==> src/rtl/sism_pkg.sv <==
// ----------------------------------------------------------------------------
// sism_pkg
// Types, codes and helper functions shared by the shader issue stall model.
// ----------------------------------------------------------------------------
package sism_pkg;

  localparam int unsigned CNT_W = 16;
  localparam int unsigned CD_W  = 4;

  localparam logic [CNT_W-1:0] CNT_MAX = '1;

  // register file codes
  localparam logic [1:0] RF_R    = 2'd0;
  localparam logic [1:0] RF_V    = 2'd1;
  localparam logic [1:0] RF_X    = 2'd2;
  localparam logic [1:0] RF_NONE = 2'd3;

  // pipe classes
  localparam logic [2:0] PIPE_NONE    = 3'd0;
  localparam logic [2:0] PIPE_ADD     = 3'd1;
  localparam logic [2:0] PIPE_MUL     = 3'd2;
  localparam logic [2:0] PIPE_CMP     = 3'd3;
  localparam logic [2:0] PIPE_CNV     = 3'd4;
  localparam logic [2:0] PIPE_SHIFT   = 3'd5;
  localparam logic [2:0] PIPE_BIT     = 3'd6;
  localparam logic [2:0] PIPE_SPECIAL = 3'd7;

  localparam logic [CD_W-1:0] LAT_NONE    = 4'd1;
  localparam logic [CD_W-1:0] LAT_ADD     = 4'd4;
  localparam logic [CD_W-1:0] LAT_MUL     = 4'd5;
  localparam logic [CD_W-1:0] LAT_CMP     = 4'd1;
  localparam logic [CD_W-1:0] LAT_CNV     = 4'd3;
  localparam logic [CD_W-1:0] LAT_SHIFT   = 4'd1;
  localparam logic [CD_W-1:0] LAT_BIT     = 4'd1;
  localparam logic [CD_W-1:0] LAT_SPECIAL = 4'd14;

  typedef struct packed {
    logic       valid;
    logic [1:0] quad;
    logic [1:0] rtype;
    logic [2:0] idx;
    logic [1:0] chan;
  } slot_t;

  localparam slot_t SLOT_CLEAR = '{valid: 1'b0, quad: 2'd0, rtype: RF_X,
                                   idx: 3'd7, chan: 2'd0};

  typedef struct packed {
    logic [2:0] exe_pipe;
    logic       is_end;
    logic [1:0] dest_type;
    logic [2:0] dest_index;
    logic [1:0] dest_chan;
    logic [1:0] srca_type;
    logic [2:0] srca_index;
    logic [1:0] srca_chan;
    logic [1:0] srcb_type;
    logic [2:0] srcb_index;
    logic [1:0] srcb_chan;
  } instr_t;

  typedef struct packed {
    logic [CNT_W-1:0] cycles_used;
    logic [CNT_W-1:0] collision_stalls;
    logic [CNT_W-1:0] hazard_stalls;
    logic [CNT_W-1:0] total_cycles;
    logic [CNT_W-1:0] total_wasted;
    logic             finished;
  } result_t;

  typedef enum logic [0:0] {
    ST_IDLE,
    ST_RUN
  } state_t;

  typedef struct packed {
    logic load;      // latch a new instruction, clear per-request counts
    logic skip;      // request after END: report totals only
    logic step;      // simulate one cycle
  } ctrl_cmd_t;

  typedef struct packed {
    logic done;
    logic issue;
    logic out_free;
  } ctrl_sts_t;

  function automatic logic [CD_W-1:0] pipe_latency(input logic [2:0] pipe);
    logic [CD_W-1:0] lat;
    case (pipe)
      PIPE_NONE:    lat = LAT_NONE;
      PIPE_ADD:     lat = LAT_ADD;
      PIPE_MUL:     lat = LAT_MUL;
      PIPE_CMP:     lat = LAT_CMP;
      PIPE_CNV:     lat = LAT_CNV;
      PIPE_SHIFT:   lat = LAT_SHIFT;
      PIPE_BIT:     lat = LAT_BIT;
      PIPE_SPECIAL: lat = LAT_SPECIAL;
      default:      lat = LAT_NONE;
    endcase
    return lat;
  endfunction

  function automatic logic [CNT_W-1:0] sat_inc(input logic [CNT_W-1:0] a);
    return (a == CNT_MAX) ? a : a + 1'b1;
  endfunction

  function automatic logic [CNT_W-1:0] sat_add(input logic [CNT_W-1:0] a,
                                               input logic [CNT_W-1:0] b);
    logic [CNT_W:0] sum;
    sum = {1'b0, a} + {1'b0, b};
    return sum[CNT_W] ? CNT_MAX : sum[CNT_W-1:0];
  endfunction

  function automatic logic src_hit(input slot_t s, input logic [1:0] t,
                                   input logic [2:0] i, input logic [1:0] c);
    return s.valid && (s.quad == 2'd0) && (s.rtype == t) && (s.idx == i) &&
           (s.chan == c);
  endfunction

endpackage

==> src/rtl/sism_in_if.sv <==
// ----------------------------------------------------------------------------
// sism_in_if
// Instruction request channel: valid/ready with decoded instruction fields.
// ----------------------------------------------------------------------------
interface sism_in_if;
  logic       valid;
  logic       ready;
  logic [2:0] exe_pipe;
  logic       is_end;
  logic [1:0] dest_type;
  logic [2:0] dest_index;
  logic [1:0] dest_chan;
  logic [1:0] srca_type;
  logic [2:0] srca_index;
  logic [1:0] srca_chan;
  logic [1:0] srcb_type;
  logic [2:0] srcb_index;
  logic [1:0] srcb_chan;

  modport source (
    output valid, exe_pipe, is_end, dest_type, dest_index, dest_chan,
           srca_type, srca_index, srca_chan, srcb_type, srcb_index, srcb_chan,
    input  ready
  );

  modport sink (
    input  valid, exe_pipe, is_end, dest_type, dest_index, dest_chan,
           srca_type, srca_index, srca_chan, srcb_type, srcb_index, srcb_chan,
    output ready
  );
endinterface

==> src/rtl/sism_out_if.sv <==
// ----------------------------------------------------------------------------
// sism_out_if
// Result request channel: valid/ready with cycle and stall counts.
// ----------------------------------------------------------------------------
interface sism_out_if;
  logic        valid;
  logic        ready;
  logic [15:0] cycles_used;
  logic [15:0] collision_stalls;
  logic [15:0] hazard_stalls;
  logic [15:0] total_cycles;
  logic [15:0] total_wasted;
  logic        finished;

  modport source (
    output valid, cycles_used, collision_stalls, hazard_stalls, total_cycles,
           total_wasted, finished,
    input  ready
  );

  modport sink (
    input  valid, cycles_used, collision_stalls, hazard_stalls, total_cycles,
           total_wasted, finished,
    output ready
  );
endinterface

==> src/rtl/sism_ctrl.sv <==
// ----------------------------------------------------------------------------
// sism_ctrl
// Sequencer: accepts a request, steps sim cycles until issue; skips after END.
// ----------------------------------------------------------------------------
module sism_ctrl
  import sism_pkg::*;
(
  input  logic      clk,
  input  logic      rst_n,
  input  logic      in_valid,
  output logic      in_ready,
  input  ctrl_sts_t sts,
  output ctrl_cmd_t cmd
);

  state_t state_r;
  state_t state_nxt;

  always_ff @(posedge clk) begin
    if (!rst_n) begin
      state_r <= ST_IDLE;
    end else begin
      state_r <= state_nxt;
    end
  end

  always_comb begin
    state_nxt = state_r;
    cmd       = '0;
    in_ready  = 1'b0;
    case (state_r)
      ST_IDLE: begin
        in_ready = sts.out_free;
        if (in_valid && sts.out_free) begin
          if (sts.done) begin
            cmd.skip = 1'b1;
          end else begin
            cmd.load  = 1'b1;
            state_nxt = ST_RUN;
          end
        end
      end
      ST_RUN: begin
        // hold while the previous result is still waiting
        if (sts.out_free) begin
          cmd.step = 1'b1;
          if (sts.issue) begin
            state_nxt = ST_IDLE;
          end
        end
      end
      default: begin
        state_nxt = ST_IDLE;
      end
    endcase
  end

endmodule

==> src/rtl/sism_datapath.sv <==
// ----------------------------------------------------------------------------
// sism_datapath
// Write-slot shift line, collision and hazard checks, counters and result.
// ----------------------------------------------------------------------------
module sism_datapath
  import sism_pkg::*;
#(
  parameter int STAGES       = 23,
  parameter int READ_LATENCY = 3,
  parameter int MIN_SLOT     = 7
) (
  input  logic      clk,
  input  logic      rst_n,
  input  ctrl_cmd_t cmd,
  output ctrl_sts_t sts,
  input  instr_t    instr,
  output logic      out_valid,
  input  logic      out_ready,
  output result_t   res
);

  // wide enough for any stage index and for base + 3
  localparam int IW = $clog2(STAGES + READ_LATENCY + 19);

  slot_t            slots_r [STAGES];
  slot_t            slots_nxt [STAGES];
  slot_t            sh [STAGES];
  logic [STAGES-1:0] win_r;
  logic [STAGES-1:0] win_nxt;
  logic [1:0]       quad_r [STAGES];
  logic [1:0]       quad_nxt [STAGES];
  instr_t           ins_r;
  logic [CD_W-1:0]  lat_r;
  logic [CD_W-1:0]  lat_in;
  logic [IW-1:0]    base;
  logic [IW-1:0]    diff [STAGES];
  logic [CD_W-1:0]  cd_r;
  logic [CNT_W-1:0] used_r;
  logic [CNT_W-1:0] coll_r;
  logic [CNT_W-1:0] haz_r;
  logic [CNT_W-1:0] cyc_tot_r;
  logic [CNT_W-1:0] coll_tot_r;
  logic [CNT_W-1:0] haz_tot_r;
  logic             done_r;
  logic             out_valid_r;
  result_t          res_r;
  logic             coll_hit;
  logic             hit_a;
  logic             hit_b;
  logic             haz_hit;
  logic             cd_zero;
  logic             issue;

  // window of the four quad-write stages, set up when a request is taken
  always_comb begin
    lat_in = pipe_latency(instr.exe_pipe);
    base   = IW'(lat_in) + IW'(READ_LATENCY) + IW'(1);
    for (int s = 0; s < STAGES; s++) begin
      diff[s]     = IW'(s) - base;
      win_nxt[s]  = (diff[s][IW-1:2] == '0);
      quad_nxt[s] = diff[s][1:0];
    end
  end

  always_comb begin
    for (int i = 0; i < STAGES - 1; i++) begin
      sh[i] = slots_r[i+1];
    end
    sh[STAGES-1] = SLOT_CLEAR;
  end

  always_comb begin
    coll_hit = 1'b0;
    hit_a    = 1'b0;
    hit_b    = 1'b0;
    for (int s = 0; s < STAGES; s++) begin
      coll_hit = coll_hit | (sh[s].valid & win_r[s]);
    end
    // last stage is outside the hazard window
    for (int i = 0; i < STAGES - 1; i++) begin
      hit_a = hit_a | src_hit(sh[i], ins_r.srca_type, ins_r.srca_index,
                              ins_r.srca_chan);
      hit_b = hit_b | src_hit(sh[i], ins_r.srcb_type, ins_r.srcb_index,
                              ins_r.srcb_chan);
    end
    haz_hit = (hit_a && (ins_r.srca_type != RF_NONE)) ||
              (hit_b && (ins_r.srcb_type != RF_NONE));
    cd_zero = (cd_r == '0);
    issue   = cd_zero && !coll_hit && !haz_hit;
  end

  always_comb begin
    for (int s = 0; s < STAGES; s++) begin
      if (issue && win_r[s]) begin
        if (ins_r.dest_type != RF_NONE) begin
          slots_nxt[s] = '{valid: 1'b1, quad: quad_r[s], rtype: ins_r.dest_type,
                           idx: ins_r.dest_index, chan: ins_r.dest_chan};
        end else begin
          slots_nxt[s] = SLOT_CLEAR;
        end
      end else begin
        slots_nxt[s] = sh[s];
      end
    end
  end

  always_ff @(posedge clk) begin
    if (!rst_n) begin
      for (int s = 0; s < STAGES; s++) begin
        slots_r[s] <= SLOT_CLEAR;
      end
    end else if (cmd.step) begin
      for (int s = 0; s < STAGES; s++) begin
        slots_r[s] <= slots_nxt[s];
      end
    end
  end

  // request fields and window need no reset
  always_ff @(posedge clk) begin
    if (cmd.load) begin
      ins_r <= instr;
      lat_r <= lat_in;
      win_r <= win_nxt;
      for (int s = 0; s < STAGES; s++) begin
        quad_r[s] <= quad_nxt[s];
      end
    end
  end

  always_ff @(posedge clk) begin
    if (!rst_n) begin
      cd_r       <= '0;
      used_r     <= '0;
      coll_r     <= '0;
      haz_r      <= '0;
      cyc_tot_r  <= '0;
      coll_tot_r <= '0;
      haz_tot_r  <= '0;
      done_r     <= 1'b0;
    end else if (cmd.load) begin
      used_r <= '0;
      coll_r <= '0;
      haz_r  <= '0;
    end else if (cmd.step) begin
      used_r    <= sat_inc(used_r);
      cyc_tot_r <= sat_inc(cyc_tot_r);
      if (!cd_zero) begin
        cd_r <= cd_r - 1'b1;
      end else if (coll_hit) begin
        coll_r     <= sat_inc(coll_r);
        coll_tot_r <= sat_inc(coll_tot_r);
      end else if (haz_hit) begin
        haz_r     <= sat_inc(haz_r);
        haz_tot_r <= sat_inc(haz_tot_r);
      end else if (ins_r.is_end) begin
        done_r <= 1'b1;
      end else begin
        cd_r <= (lat_r < CD_W'(MIN_SLOT)) ? CD_W'(MIN_SLOT) : lat_r;
      end
    end
  end

  always_ff @(posedge clk) begin
    if (!rst_n) begin
      out_valid_r <= 1'b0;
    end else if (cmd.skip || (cmd.step && issue)) begin
      out_valid_r <= 1'b1;
    end else if (out_ready) begin
      out_valid_r <= 1'b0;
    end
  end

  always_ff @(posedge clk) begin
    if (cmd.skip) begin
      res_r.cycles_used      <= '0;
      res_r.collision_stalls <= '0;
      res_r.hazard_stalls    <= '0;
      res_r.total_cycles     <= cyc_tot_r;
      res_r.total_wasted     <= sat_add(coll_tot_r, haz_tot_r);
      res_r.finished         <= 1'b1;
    end else if (cmd.step && issue) begin
      res_r.cycles_used      <= sat_inc(used_r);
      res_r.collision_stalls <= coll_r;
      res_r.hazard_stalls    <= haz_r;
      res_r.total_cycles     <= sat_inc(cyc_tot_r);
      res_r.total_wasted     <= sat_add(coll_tot_r, haz_tot_r);
      res_r.finished         <= ins_r.is_end;
    end
  end

  assign sts.done     = done_r;
  assign sts.issue    = issue;
  assign sts.out_free = !out_valid_r || out_ready;
  assign out_valid    = out_valid_r;
  assign res          = res_r;

endmodule

==> src/rtl/shader_issue_stall_model_top.sv <==
// Timing: the request is latched at the accepting edge, then one simulated cycle
//   per clock while results drain; the result register loads at the issue edge.
// Throughput: a new request is taken only after the previous one issues; the
//   write-slot shift line steps while results drain; after END, one per clock.
// Reset: synchronous, active low; clears slot valids, countdown, totals and
//   the END flag.
// ----------------------------------------------------------------------------
// shader_issue_stall_model_top
// Shader issue stall model: per-instruction cycle and stall accounting.
// ----------------------------------------------------------------------------
module shader_issue_stall_model_top
  import sism_pkg::*;
#(
  parameter int STAGES       = 23,
  parameter int READ_LATENCY = 3,
  parameter int MIN_SLOT     = 7
) (
  input logic         clk,
  input logic         rst_n,
  sism_in_if.sink     in_ch,
  sism_out_if.source  out_ch
);

  ctrl_cmd_t cmd;
  ctrl_sts_t sts;
  instr_t    instr;
  result_t   res;

  assign instr = '{exe_pipe:   in_ch.exe_pipe,
                   is_end:     in_ch.is_end,
                   dest_type:  in_ch.dest_type,
                   dest_index: in_ch.dest_index,
                   dest_chan:  in_ch.dest_chan,
                   srca_type:  in_ch.srca_type,
                   srca_index: in_ch.srca_index,
                   srca_chan:  in_ch.srca_chan,
                   srcb_type:  in_ch.srcb_type,
                   srcb_index: in_ch.srcb_index,
                   srcb_chan:  in_ch.srcb_chan};

  sism_ctrl u_ctrl (
    .clk      (clk),
    .rst_n    (rst_n),
    .in_valid (in_ch.valid),
    .in_ready (in_ch.ready),
    .sts      (sts),
    .cmd      (cmd)
  );

  sism_datapath #(
    .STAGES       (STAGES),
    .READ_LATENCY (READ_LATENCY),
    .MIN_SLOT     (MIN_SLOT)
  ) u_datapath (
    .clk       (clk),
    .rst_n     (rst_n),
    .cmd       (cmd),
    .sts       (sts),
    .instr     (instr),
    .out_valid (out_ch.valid),
    .out_ready (out_ch.ready),
    .res       (res)
  );

  assign out_ch.cycles_used      = res.cycles_used;
  assign out_ch.collision_stalls = res.collision_stalls;
  assign out_ch.hazard_stalls    = res.hazard_stalls;
  assign out_ch.total_cycles     = res.total_cycles;
  assign out_ch.total_wasted     = res.total_wasted;
  assign out_ch.finished         = res.finished;

endmodule
==> src/flat_wrapper.sv <==
// flat-port wrapper written by rule: the top's interface ports become plain ports
module shader_issue_stall_model_top_flat import sism_pkg::*;
#(
  parameter int STAGES       = 23,
  parameter int READ_LATENCY = 3,
  parameter int MIN_SLOT     = 7
)
  (clk, rst_n, in_ch_valid, in_ch_exe_pipe, in_ch_is_end, in_ch_dest_type, in_ch_dest_index, in_ch_dest_chan, in_ch_srca_type, in_ch_srca_index, in_ch_srca_chan, in_ch_srcb_type, in_ch_srcb_index, in_ch_srcb_chan, in_ch_ready, out_ch_valid, out_ch_cycles_used, out_ch_collision_stalls, out_ch_hazard_stalls, out_ch_total_cycles, out_ch_total_wasted, out_ch_finished, out_ch_ready);
  sism_in_if in_ch_i ();
  sism_out_if out_ch_i ();
  input logic clk;
  input logic rst_n;
  input wire logic [$bits(in_ch_i.valid)-1:0] in_ch_valid;
  input wire logic [$bits(in_ch_i.exe_pipe)-1:0] in_ch_exe_pipe;
  input wire logic [$bits(in_ch_i.is_end)-1:0] in_ch_is_end;
  input wire logic [$bits(in_ch_i.dest_type)-1:0] in_ch_dest_type;
  input wire logic [$bits(in_ch_i.dest_index)-1:0] in_ch_dest_index;
  input wire logic [$bits(in_ch_i.dest_chan)-1:0] in_ch_dest_chan;
  input wire logic [$bits(in_ch_i.srca_type)-1:0] in_ch_srca_type;
  input wire logic [$bits(in_ch_i.srca_index)-1:0] in_ch_srca_index;
  input wire logic [$bits(in_ch_i.srca_chan)-1:0] in_ch_srca_chan;
  input wire logic [$bits(in_ch_i.srcb_type)-1:0] in_ch_srcb_type;
  input wire logic [$bits(in_ch_i.srcb_index)-1:0] in_ch_srcb_index;
  input wire logic [$bits(in_ch_i.srcb_chan)-1:0] in_ch_srcb_chan;
  output wire logic [$bits(in_ch_i.ready)-1:0] in_ch_ready;
  output wire logic [$bits(out_ch_i.valid)-1:0] out_ch_valid;
  output wire logic [$bits(out_ch_i.cycles_used)-1:0] out_ch_cycles_used;
  output wire logic [$bits(out_ch_i.collision_stalls)-1:0] out_ch_collision_stalls;
  output wire logic [$bits(out_ch_i.hazard_stalls)-1:0] out_ch_hazard_stalls;
  output wire logic [$bits(out_ch_i.total_cycles)-1:0] out_ch_total_cycles;
  output wire logic [$bits(out_ch_i.total_wasted)-1:0] out_ch_total_wasted;
  output wire logic [$bits(out_ch_i.finished)-1:0] out_ch_finished;
  input wire logic [$bits(out_ch_i.ready)-1:0] out_ch_ready;
  assign in_ch_i.valid = in_ch_valid;
  assign in_ch_i.exe_pipe = in_ch_exe_pipe;
  assign in_ch_i.is_end = in_ch_is_end;
  assign in_ch_i.dest_type = in_ch_dest_type;
  assign in_ch_i.dest_index = in_ch_dest_index;
  assign in_ch_i.dest_chan = in_ch_dest_chan;
  assign in_ch_i.srca_type = in_ch_srca_type;
  assign in_ch_i.srca_index = in_ch_srca_index;
  assign in_ch_i.srca_chan = in_ch_srca_chan;
  assign in_ch_i.srcb_type = in_ch_srcb_type;
  assign in_ch_i.srcb_index = in_ch_srcb_index;
  assign in_ch_i.srcb_chan = in_ch_srcb_chan;
  assign in_ch_ready = in_ch_i.ready;
  assign out_ch_valid = out_ch_i.valid;
  assign out_ch_cycles_used = out_ch_i.cycles_used;
  assign out_ch_collision_stalls = out_ch_i.collision_stalls;
  assign out_ch_hazard_stalls = out_ch_i.hazard_stalls;
  assign out_ch_total_cycles = out_ch_i.total_cycles;
  assign out_ch_total_wasted = out_ch_i.total_wasted;
  assign out_ch_finished = out_ch_i.finished;
  assign out_ch_i.ready = out_ch_ready;
  shader_issue_stall_model_top #(.STAGES(STAGES), .READ_LATENCY(READ_LATENCY), .MIN_SLOT(MIN_SLOT)) u_core (.clk(clk), .rst_n(rst_n), .in_ch(in_ch_i), .out_ch(out_ch_i));
endmodule
==> config.mk <==
export PLATFORM = sky130hd
export DESIGN_NAME = shader_issue_stall_model_top_flat
export DESIGN_NICKNAME = d
export VERILOG_FILES = /design/src/rtl/sism_pkg.sv /design/src/rtl/sism_in_if.sv /design/src/rtl/sism_out_if.sv /design/src/rtl/sism_ctrl.sv /design/src/rtl/sism_datapath.sv /design/src/rtl/shader_issue_stall_model_top.sv /design/src/flat_wrapper.sv
export SDC_FILE = /design/constraint.sdc
export NUM_CORES = 1
export LEC_CHECK = 0
export BUFFER_PORTS_ARGS = -buffer_cell sky130_fd_sc_hd__buf_4
export CORE_ASPECT_RATIO = 0.9
export CORE_MARGIN = 2
export CORE_UTILIZATION = 60
export DETAILED_ROUTE_END_ITERATION = 6
export HOLD_SLACK_MARGIN = 0.05
export PLACE_DENSITY = 0.8
export SETUP_SLACK_MARGIN = 0.02
export SLEW_MARGIN = 20
export SYNTH_ARGS = -nofsm -noshare
export SYNTH_HDL_FRONTEND = slang
export SYNTH_SLANG_ARGS = --single-unit
==> constraint.sdc <==
create_clock -name clk -period 10.85 [get_ports clk]
set_input_delay 0 -clock clk [delete_from_list [all_inputs] [get_ports clk]]
set_output_delay 0 -clock clk [all_outputs]
set_load 0.01 [all_outputs]
## Word-level counts from Yosys, hierarchy flattened

Memories as Yosys holds them, arrays and structs flattened.
Cells that the tools add are included.

- Memory bits (writable): 276
- Input port bits: 29
- Output and inout bits: 83
- Latch bits: 0
- Word-level logic and storage cells: 669
- Flip-flop bits (word level): 233
- Bits in read-only memories: 32
- Memories: 3

- Muxes and demuxes: 98
- Reductions and logical operators: 245
- Order comparisons: 1
- Add/sub/neg operators: 33
- Equality and inequality tests: 144
- $mul: 0
- Bitwise logic cells: 117
- Shifts and indexed selects: 0
- Divide/modulo/power cells: 0

Memory list:

| memory | depth | bits a word | rd ports | clocked after memory_dff | wr ports | RTL line | text |
|---|---|---|---|---|---|---|---|
| u_core.u_datapath.slots_r | 23 | 10 | 22 | 0 | 23 | sism_datapath.sv:25 | `slot_t slots_r [STAGES];` |
| u_core.u_datapath.quad_r | 23 | 2 | 23 | 0 | 23 | sism_datapath.sv:30 | `logic [1:0] quad_r [STAGES];` |
| (name not given) | 8 | 4 | 1 | 0 | 0 | sism_pkg.sv:90 | `case (pipe)` |

Operators by type and width:

| operator | count |
|---|---|
| 2-to-1 mux 10 bit | 69 |
| logical AND 1 bit | 183 |
| == test 2 bit | 88 |
| == test 3 bit | 44 |
| adder 16 x 1 -> 16 bit (second input constant) | 6 |
| == test 16 bit (second input constant) | 6 |
| zero test 4 bit | 24 |
| bitwise OR 1 bit | 86 |
| 2-to-1 mux 33 bit | 2 |
| 2-to-1 mux 16 bit | 3 |
| subtractor 4 x 6 -> 6 bit (first input constant) | 8 |
| zero test 2 bit | 22 |
| subtractor 5 x 6 -> 6 bit (first input constant) | 7 |
| subtractor 3 x 6 -> 6 bit (first input constant) | 4 |
| AND 1 bit | 22 |
| 2-to-1 mux 4 bit | 5 |
| adder 16 x 16 -> 17 bit | 1 |
| 2-to-1 mux 1 bit | 16 |
| AND reduction 5 bit | 3 |
| inequality test 2 bit (second input constant) | 6 |
| AND reduction 6 bit | 2 |
| subtractor 1 x 6 -> 6 bit (first input constant) | 2 |
| subtractor 2 x 6 -> 6 bit (first input constant) | 2 |
| inverter 1 bit | 9 |
| other kinds (12) | 18 |

## Depth between registers and ports, before layout

Gate-level depths: netlist of run 1.
An unclocked memory read counts as a cell.

- Word-level depth: 34
- Depth in mapped cells: 18
- Mapped depth without buffers: 15

## By module

From an unflattened synthesis of run 1, not the netlist that was laid out.

- Cell total of the unflattened synthesis: 2430
- Area, all modules: 25484.4 um^2

Modules (own cells, without submodules):

| module | times used | area an instance (um^2) | sequential area each (um^2) | cells an instance |
|---|---|---|---|---|
| sism_datapath | 1 | 25413.1 | 12151.7 | 2423 |
| sism_ctrl | 1 | 71.3 | 20.0 | 7 |

## Least setup slack after synthesis of run 1

No wires, ideal clock.

- Kind: flip-flop to flip-flop
- Start point: reg u_core.u_datapath.out_valid_r, in the netlist u_core.u_datapath.out_valid
- End point: mem u_core.u_datapath.slots_r[0][100] (netlist name), enable pin
- Stages on the path, launching flop included: 6
- Buffers on the path: 2
- Required time: 9133 ps
- Setup time: 1717 ps
- Clock period less this slack: 6446 ps
- Setup slack: 4404 ps
- Data arrival time: 4729 ps
- Path through: dfxtp_1 > nand2b_1 > nand2_1 > clkbuf_1 > clkbuf_1 > nand2_1

RTL lines:

| element | RTL line | text |
|---|---|---|
| from (decl) | sism_datapath.sv:45 | `logic out_valid_r;` |
| from (signal assigned) | sism_datapath.sv:166 | `out_valid_r <= 1'b0;` |
| from (signal assigned) | sism_datapath.sv:168 | `out_valid_r <= 1'b1;` |
| from (signal assigned) | sism_datapath.sv:170 | `out_valid_r <= 1'b0;` |
| to (decl) | sism_datapath.sv:25 |  |

==> results.md, run 1 <==
* Outcome: complete, no violations
* Number of synthesized flops with an enable pin at just over 300
* Cts repair resizes at 0
* R2R setup slack at 6.37 ns
* Synth area leaders: edfxtp_1 (36%), dfxtp_1 (12%), mux2i_1 (9.8%)
* PwrDens at 147 nW/um2
* Placed instance count at 3011
* Family with the most delay on the worst path: compound AO/OA/AOI/OAI gates
* Min cycle time layout at 4.48 ns
* Clk_skew at 0.0286 ns
* CTS H-Tree Depth at 2
* DP Area at 26600 um2
* Slowest-stage cell, CP: a31oi_2
* Initial Util at around three fifths
* Synthesized area per cell at 10.3 um2
* Synth-to-layout area growth at 11.3%
* Die Area at 44100 um2
* Layout cell share with drive strength beyond 1 at 10.2%
* Crit path max fanout at 33
* Setup violations, final at 0
* Initial antenna violation count at 1
* Ys async rst share at 0%
* Post-route cell area at 28300 um2
* Post-Synthesis Cells at 2468
* Avg WL per Cell at ~22 um
* Hold Fails Final Rpt at 0
* Hold Crit Depth at 2
* Worst Tran Pin Value at 1.22 ns
* Final HPWL DP at 44500 um
* Total congestion overflow at 0
* Crit path arrival time at 4.82 ns
* Max cap viols at 0
* Fmax at 223 MHz
* Synth top area share at approximately 36%
* Register area share after synthesis at 48.1%
* Diodes inserted at 0
* Critical path class: flip-flop to flip-flop
* Drt initial violations at between 2000 and 3000
* Period utilization at 41.3%
* Clock share of power at 36.5%
* Vias/cell at around 6.3
* Max VDD drop at 147 uV
* Cell breakdown of the critical path: buf_4, xnor2_1, nand4_1, nor4_1, a2111oi_0, and4_1, a21o_1, a31oi_2, inv_2, o311a_1
* Clock Path Buffers at 3
* Final Total Pwr at between 4 and 5 mW
* DR pass1 iterations at 6
* Internal at slightly above 3 mW
* Reg clk slew, reported paths at 0.06 ns
* Rows at 71
* Global Route Usage Sum at 30.7%
* Slew Viols, Final at 0
* Register share of total power at 49.6%
* Pin count of the biggest net entering global routing at 95
* Core area at around 42000 um2
* Unique masters post-synth at 75
* Synth Cell Area at ~25000 um2
* CP Capture Type: flip-flop
* Nets at 2608
* R2r worst-path depth at 10
* Clock root cell: clkbuf_16
* Leakage at approximately 11 nW
* GPL Wtd Cong at 0.948
* CP Buf/Inv Count at 2
* HP Class: primary input to flip-flop
* Final TNS setup at 0 ns
* Clock sink total at 458
* Logic pwr share at about 14%
* Post-Layout Cell Count at 3127
* Buffers added on ports at roughly 110
* CTS tree: done
* DRT Wirelength at 68800 um
* IO Count at 112
* Largest area contributor in the netlist: edfxtp_1
* Vias in the first global route at 19100
* Sw Pwr at between 1 and 1.5 mW
* Yosys warns at 0
* WP depth at 10
* Switching power share of the total at 27.6%
* Final Util at 67.7%
* Post-route ant nets at 0
* Startpoint Class: flip-flop
* RSZ-0062 raised after global routing: false
* Slew headroom at 18.5%
* Drt drc at 0
* First-pass GRT wire length at approximately 110000 um
* Max stage delay on crit path at ~0.96 ns
* Post-synth net total at about 2500
* Num CTS Buffers at 47
* Die height at 199 um
* #FFs+latches synth at 458
* Via count at between 15000 and 20000
* Required time worst endpoint at about 11 ns
* Die span in x at 221 um
* Most common flop cell mapped by yosys: edfxtp_1
* Worst-Skew Late Latency at about 0.60 ns
[final timing paths]
| path | from | endpoint |
|---|---|---|
| worst max register to register | u_core.u_datapath.ins_r[12]$_DFFE_PP_ | u_core.u_datapath.res[16]$_DFFE_PP_ |
| worst max-delay path | u_core.u_datapath.ins_r[12]$_DFFE_PP_ | u_core.u_datapath.res[16]$_DFFE_PP_ |
| worst min register to register | u_core.u_datapath.res[67]$_SDFFE_PP0P_ | u_core.u_datapath.res[67]$_SDFFE_PP0P_ |
| worst min-delay path | in_ch_srca_type[0] | u_core.u_datapath.ins_r[12]$_DFFE_PP_ |
[synthesized netlist by cell type (all sizes together), types with 24 or more instances]
cell and count:
a21oi 94, a31oi 24, and3 29, buf 59, clkbuf 84, dfxtp 152
edfxtp 306, ha 35, inv 54, mux2i 248, nand2 217, nand3 77
nand4 101, nor2 268, nor3 52, nor4 25, o21ai 45, or3 27
xnor2 260, xor2 126
[timing repair]
item | CTS | global route
hold buffers | 29 | 0
setup buffers | 0 | 0
hold endpoints to repair | 44 | 0
[routing by layer]
metal,up-vias,GRT usage (%),share of wire [%]
met5,-,0,0
met3,149,6.12,10
met4,0,9.99,2.7
met2,1097,49.5,46
met1,9546,41.9,40
li1,8946,-,-
[final cells by class]
class,count,area [um2]
clock inverter,21,134
fill,3094,13500
clock buffer,65,1290
sequential,458,12200
timing repair buffer,169,1360
inverter,57,214
multi-input combinational,1810,12400
tap,547,684
[per-stage QoR]
step                      hold slack, ns  setup WS [ns]
after floorplan                   0.0989           4.40
after global placement             0.178           6.37
after detailed placement           0.179           6.25
after CTS                         0.0971           6.15
after global routing               0.120           6.24
final                              0.120           6.37
[power by group through the flow]
stage / Clock, mW / Combinational [mW] / Sequential [mW]
detailed placement: 0 / 0.558 / 2.10
CTS: 1.54 / 0.571 / 2.06
global route: 1.60 / 0.622 / 2.07
global placement: 0 / 0.541 / 2.09
finish: 1.52 / 0.581 / 2.06
floorplan: 0 / 0.405 / 2.09
[cells by family after synthesis]
kind of cell,synth area share (%)
AND/OR/NAND/NOR,17.1
flip-flops,48.1
AO/OA/AOI/OAI,6.55
multiplexers,9.80
adder cells (fa/ha/maj),1.80
XOR/XNOR,13.3
buffers and inverters,3.45
[flip-flops by register name, indices dropped and copies added (netlist names)]
signal	cells
u_core.u_ctrl.state_r	1
u_core.u_datapath.cd_r	4
u_core.u_datapath.coll_r	16
u_core.u_datapath.coll_tot_r	16
u_core.u_datapath.cyc_tot_r	16
u_core.u_datapath.done_r	1
u_core.u_datapath.haz_r	16
u_core.u_datapath.haz_tot_r	16
u_core.u_datapath.ins_r	22
u_core.u_datapath.lat_r	4
u_core.u_datapath.out_valid	1
u_core.u_datapath.quad_r	5
u_core.u_datapath.res	81
u_core.u_datapath.slots_r	220
u_core.u_datapath.used_r	16
u_core.u_datapath.win_r	23
[cell usage in the layout, fill, tap and decap left out, types with 5 or more instances in the layout]
master / netlist / layout
a22o_1: 5 / 5
nand3_1: 76 / 75
dlygate4sd3_1: 0 / 29
clkinv_2: 0 / 6
and4_1: 11 / 11
mux2i_1: 248 / 248
o21ai_0: 44 / 44
buf_4: 11 / 139
a21o_1: 13 / 13
or4_1: 5 / 5
clkinv_1: 3 / 13
or2_2: 7 / 7
o22ai_1: 8 / 8
and2_1: 12 / 12
and3_1: 29 / 28
inv_1: 54 / 52
edfxtp_1: 306 / 306
clkbuf_16: 0 / 47
nand2_1: 196 / 194
nor2_1: 268 / 263
nor3b_1: 13 / 13
a31o_2: 8 / 8
dfxtp_1: 152 / 152
a31oi_1: 23 / 22
xnor2_1: 260 / 260
nor3_1: 52 / 52
a311oi_1: 5 / 5
nand2b_1: 12 / 12
nor4_1: 25 / 24
nand2_2: 11 / 12
a21oi_1: 94 / 94
clkbuf_1: 84 / 13
ha_1: 35 / 35
nand2_4: 10 / 11
nand4_1: 100 / 100
xor2_1: 126 / 126
o211ai_1: 6 / 6
or3_1: 27 / 27
a221oi_1: 5 / 5
nor2b_1: 11 / 11
(Power assumes the default switching activity.)
==> run 2, diff against run 1 <==
CORE_UTILIZATION = 57   (was 60)
clock period = 3.95 ns   (was 10.85 ns; I/O delays follow)
==> run 2 against run 1 <==
Compared with the run above:
- non-clock buffer count up 36
- power grew to 3.0 times the previous value
- clock skew is 0.011 ns lower
- setup slack lost 6.1 ns
- wire length is 2.2% higher
- largest cell class unchanged
==> results.md, run 2 (synthesis results as in run 1) <==
* Outcome: complete, no violations (unchanged)
* Worst-Skew Late Latency at 0.61 ns (was 0.60 ns)
* Startpoint Class: flip-flop (unchanged)
* Clock share of power at 40.8% (was 36.5%)
* Met1 Use GR at 41.6% (was 41.9%)
* Max cap viols at 0 (unchanged)
* GPL Wtd Cong at 0.911 (was 0.948)
* CTS tree: done (unchanged)
* IO Count at 112 (unchanged)
* Diodes inserted at 0 (unchanged)
* DR pass1 iterations at 5 (was 6)
* Required time worst endpoint at 4.27 ns (was 11.19 ns)
* Crit path max fanout at 17 (was 33)
* Cell breakdown of the critical path: buf_4, xor2_1, nor3_1, a2111oi_1, and4_1, a21oi_1, nor4_4, buf_6, nand2_2, mux2i_1 (was buf_4, xnor2_1, nand4_1, nor4_1, a2111oi_0, and4_1, a21o_1, a31oi_2, inv_2, o311a_1)
* Fmax at 271 MHz (was 223 MHz)
* Pin count of the biggest net entering global routing at 86 (was 95)
* Avg WL per Cell at 21.8 um (was 22.0 um)
* Drt drc at 0 (unchanged)
* Core area at 44100 um2 (was 41800 um2)
* Max stage delay on crit path at 0.56 ns (was 0.96 ns)
* RSZ-0062 raised after global routing: false (unchanged)
* Clock Path Buffers at 3 (unchanged)
* Top reg by flops: u_core.u_datapath.slots_r (unchanged)
* Clock root cell: clkbuf_16 (unchanged)
* Die height at 204 um (was 199 um)
* Layout cell share with drive strength beyond 1 at 12.0% (was 10.2%)
* Pre-CTS WS at 0.0588 ns (was 6.25 ns)
* Nets at 2646 (was 2608)
* Reg clk slew, reported paths at 0.06 ns (about the same)
* Initial Util at 57.7% (was 60.8%)
* Die Area at 46400 um2 (was 44100 um2)
* Slew headroom at 27.6% (was 18.5%)
* Sw Pwr at 3.36 mW (was 1.15 mW)
* Most frequent cells in the layout: edfxtp_1 (306), nor2_1 (267), xnor2_1 (260), mux2i_1 (248), nand2_1 (194) (was edfxtp_1 (306), nor2_1 (263), xnor2_1 (260), mux2i_1 (248), nand2_1 (194))
* Buffers added on ports at 111 (unchanged)
* Period utilization at 93.5% (was 41.3%)
* Vias/cell at 6.19 (was 6.31)
* Commonest non-fill, non-tap cell in the layout: edfxtp_1 (unchanged)
* Setup slack after layout at 0.257 ns (was 6.37 ns)
* Logic pwr share at 13.2% (was 14.0%)
* Switching power share of the total at 27.1% (was 27.6%)
* Worst Tran Pin Value at 1.09 ns (was 1.22 ns)
* Vias in the first global route at 19300 (was 19100)
* Max VDD drop at 402 uV (was 147 uV)
* Synth-to-layout area growth at 14.5% (was 11.3%)
* Slowest-stage cell, CP: edfxtp_1 (was a31oi_2)
* Clk_skew at 0.0178 ns (was 0.0286 ns)
* Initial antenna violation count at 0 (was 1)
* Max reg flops at 220 (unchanged)
* Post-route ant nets at 0 (unchanged)
* Register share of total power at 46.0% (was 49.6%)
* Die span in x at 227 um (was 221 um)
* Rows at 73 (was 71)
* Leakage at 11.8 nW (was 11.4 nW)
* Final Util at 66.0% (was 67.7%)
* Num CTS Buffers at 49 (was 47)
* Crit path arrival time at 4.01 ns (was 4.82 ns)
* Hold Fails Final Rpt at 0 (unchanged)
* Final HPWL DP at 46700 um (was 44500 um)
* Final TNS setup at 0 ns (unchanged)
* Met2 global-route usage at 48.3% (was 49.5%)
* CTS H-Tree Depth at 2 (unchanged)
* Min cycle time layout at 3.69 ns (was 4.48 ns)
* DRT Wirelength at 70300 um (was 68800 um)
* Slew Viols, Final at 0 (unchanged)
* Via count at 20000 (was 19700)
* First-pass GRT wire length at 109000 um (was 107000 um)
* Internal at 9.05 mW (was 3.02 mW)
* CP Capture Type: flip-flop (unchanged)
* Post-CTS Setup Bufs at 0 (unchanged)
* Met3 capacity usage during global routing at 5.97% (was 6.12%)
* Total congestion overflow at 0 (unchanged)
* Clock sink total at 458 (unchanged)
* Setup violations, final at 0 (unchanged)
* Critical path class: flip-flop to flip-flop (unchanged)
* HP Class: primary input to flip-flop (unchanged)
* Top Usage Layer GRT: met2 (unchanged)
* Global Route Usage Sum at 30.3% (was 30.7%)
* Drt initial violations at 2246 (was 2521)
* PwrDens at 426 nW/um2 (was 147 nW/um2)
-- run 2: cell types whose count changed in the layout (fill, tap and decap cells not counted), moves of 3 or more --
cell       change
clkinv_1       -3
nor2_2         -4
nor2_1         +4
bufinv_16      +7
clkinv_2       +4
buf_12        +10
clkbuf_16      +6
buf_4         +25
clkinv_4       +3
inv_16         +3
clkbuf_1      -11
-- run 2: worst paths after layout --
kind / from / end / slack [ns] / cells past startpoint
hold / removal: in_ch_srca_type[1] / u_core.u_datapath.ins_r[13]$_DFFE_PP_ / 0.12 / 2
hold reg to reg: u_core.u_datapath.res[67]$_SDFFE_PP0P_ / u_core.u_datapath.res[67]$_SDFFE_PP0P_ / 0.47 / 2
setup reg to reg: u_core.u_datapath.ins_r[11]$_DFFE_PP_ / u_core.u_datapath.slots_r[0][57]$_SDFFCE_PN0P_ / 0.26 / 10
setup / recovery: u_core.u_datapath.ins_r[11]$_DFFE_PP_ / u_core.u_datapath.slots_r[0][57]$_SDFFCE_PN0P_ / 0.26 / 10
-- run 2: layout make-up --
cell class              instances  area (um2)
clock inverters                33         392
repair buffers                205        1740
fillers                      3333       15000
well taps                     600         751
inverters                      57         214
multi-input cells            1810       12400
flip-flops and latches        458       12200
clock buffers                  59        1390
-- run 2: per-layer routing --
layer / part of all wire, % / wire length, um / up-vias
met5: 0 / 0 / -
li1: - / - / 9030
met1: 40 / 28200 / 9696
met3: 11 / 7560 / 179
met4: 3.0 / 2080 / 0
met2: 46 / 32500 / 1045
-- run 2: power by group through the flow --
stage | clock [mW] | sequential (mW) | combinational (mW)
2_1_floorplan | 0 | 5.70 | 1.11
3_3_place_gp | 0 | 5.78 | 1.53
3_5_place_dp | 0 | 5.79 | 1.57
4_1_cts | 5.09 | 5.69 | 1.61
5_1_grt | 5.27 | 5.72 | 1.76
6_report | 5.06 | 5.71 | 1.64
-- run 2: worst max-delay path: cells and delay by family (launching register included) --
kind | cells | cell delay (ns)
AOI/OAI and AO/OA | 2 | 0.65
xor gates and xnor gates | 1 | 0.18
buffers and inverters | 2 | 0.70
DFF | 1 | 0.56
muxes | 1 | 0.19
and+or+nand+nor | 4 | 1.11
-- run 2: per-stage QoR --
step / area, um2 / total power, mW / instances / hold WS, ns
2_1_floorplan: 25500 / 6.81 / 2468 / 0.0989
3_3_place_gp: 27000 / 7.31 / 3101 / 0.179
3_5_place_dp: 27000 / 7.36 / 3101 / 0.179
4_1_cts: 29100 / 12.4 / 3222 / 0.0931
5_1_grt: 29100 / 12.7 / 3222 / 0.123
6_report: 29100 / 12.4 / 3222 / 0.116
-- run 2: repair_timing --
action / 4_1_cts / 5_1_grt
endpoints found under the hold margin: 64 / 0
gates cloned: 0 / 0
endpoints found under the setup margin: 1 / 129
resized for setup: 1 / 7
hold buffers: 29 / 0
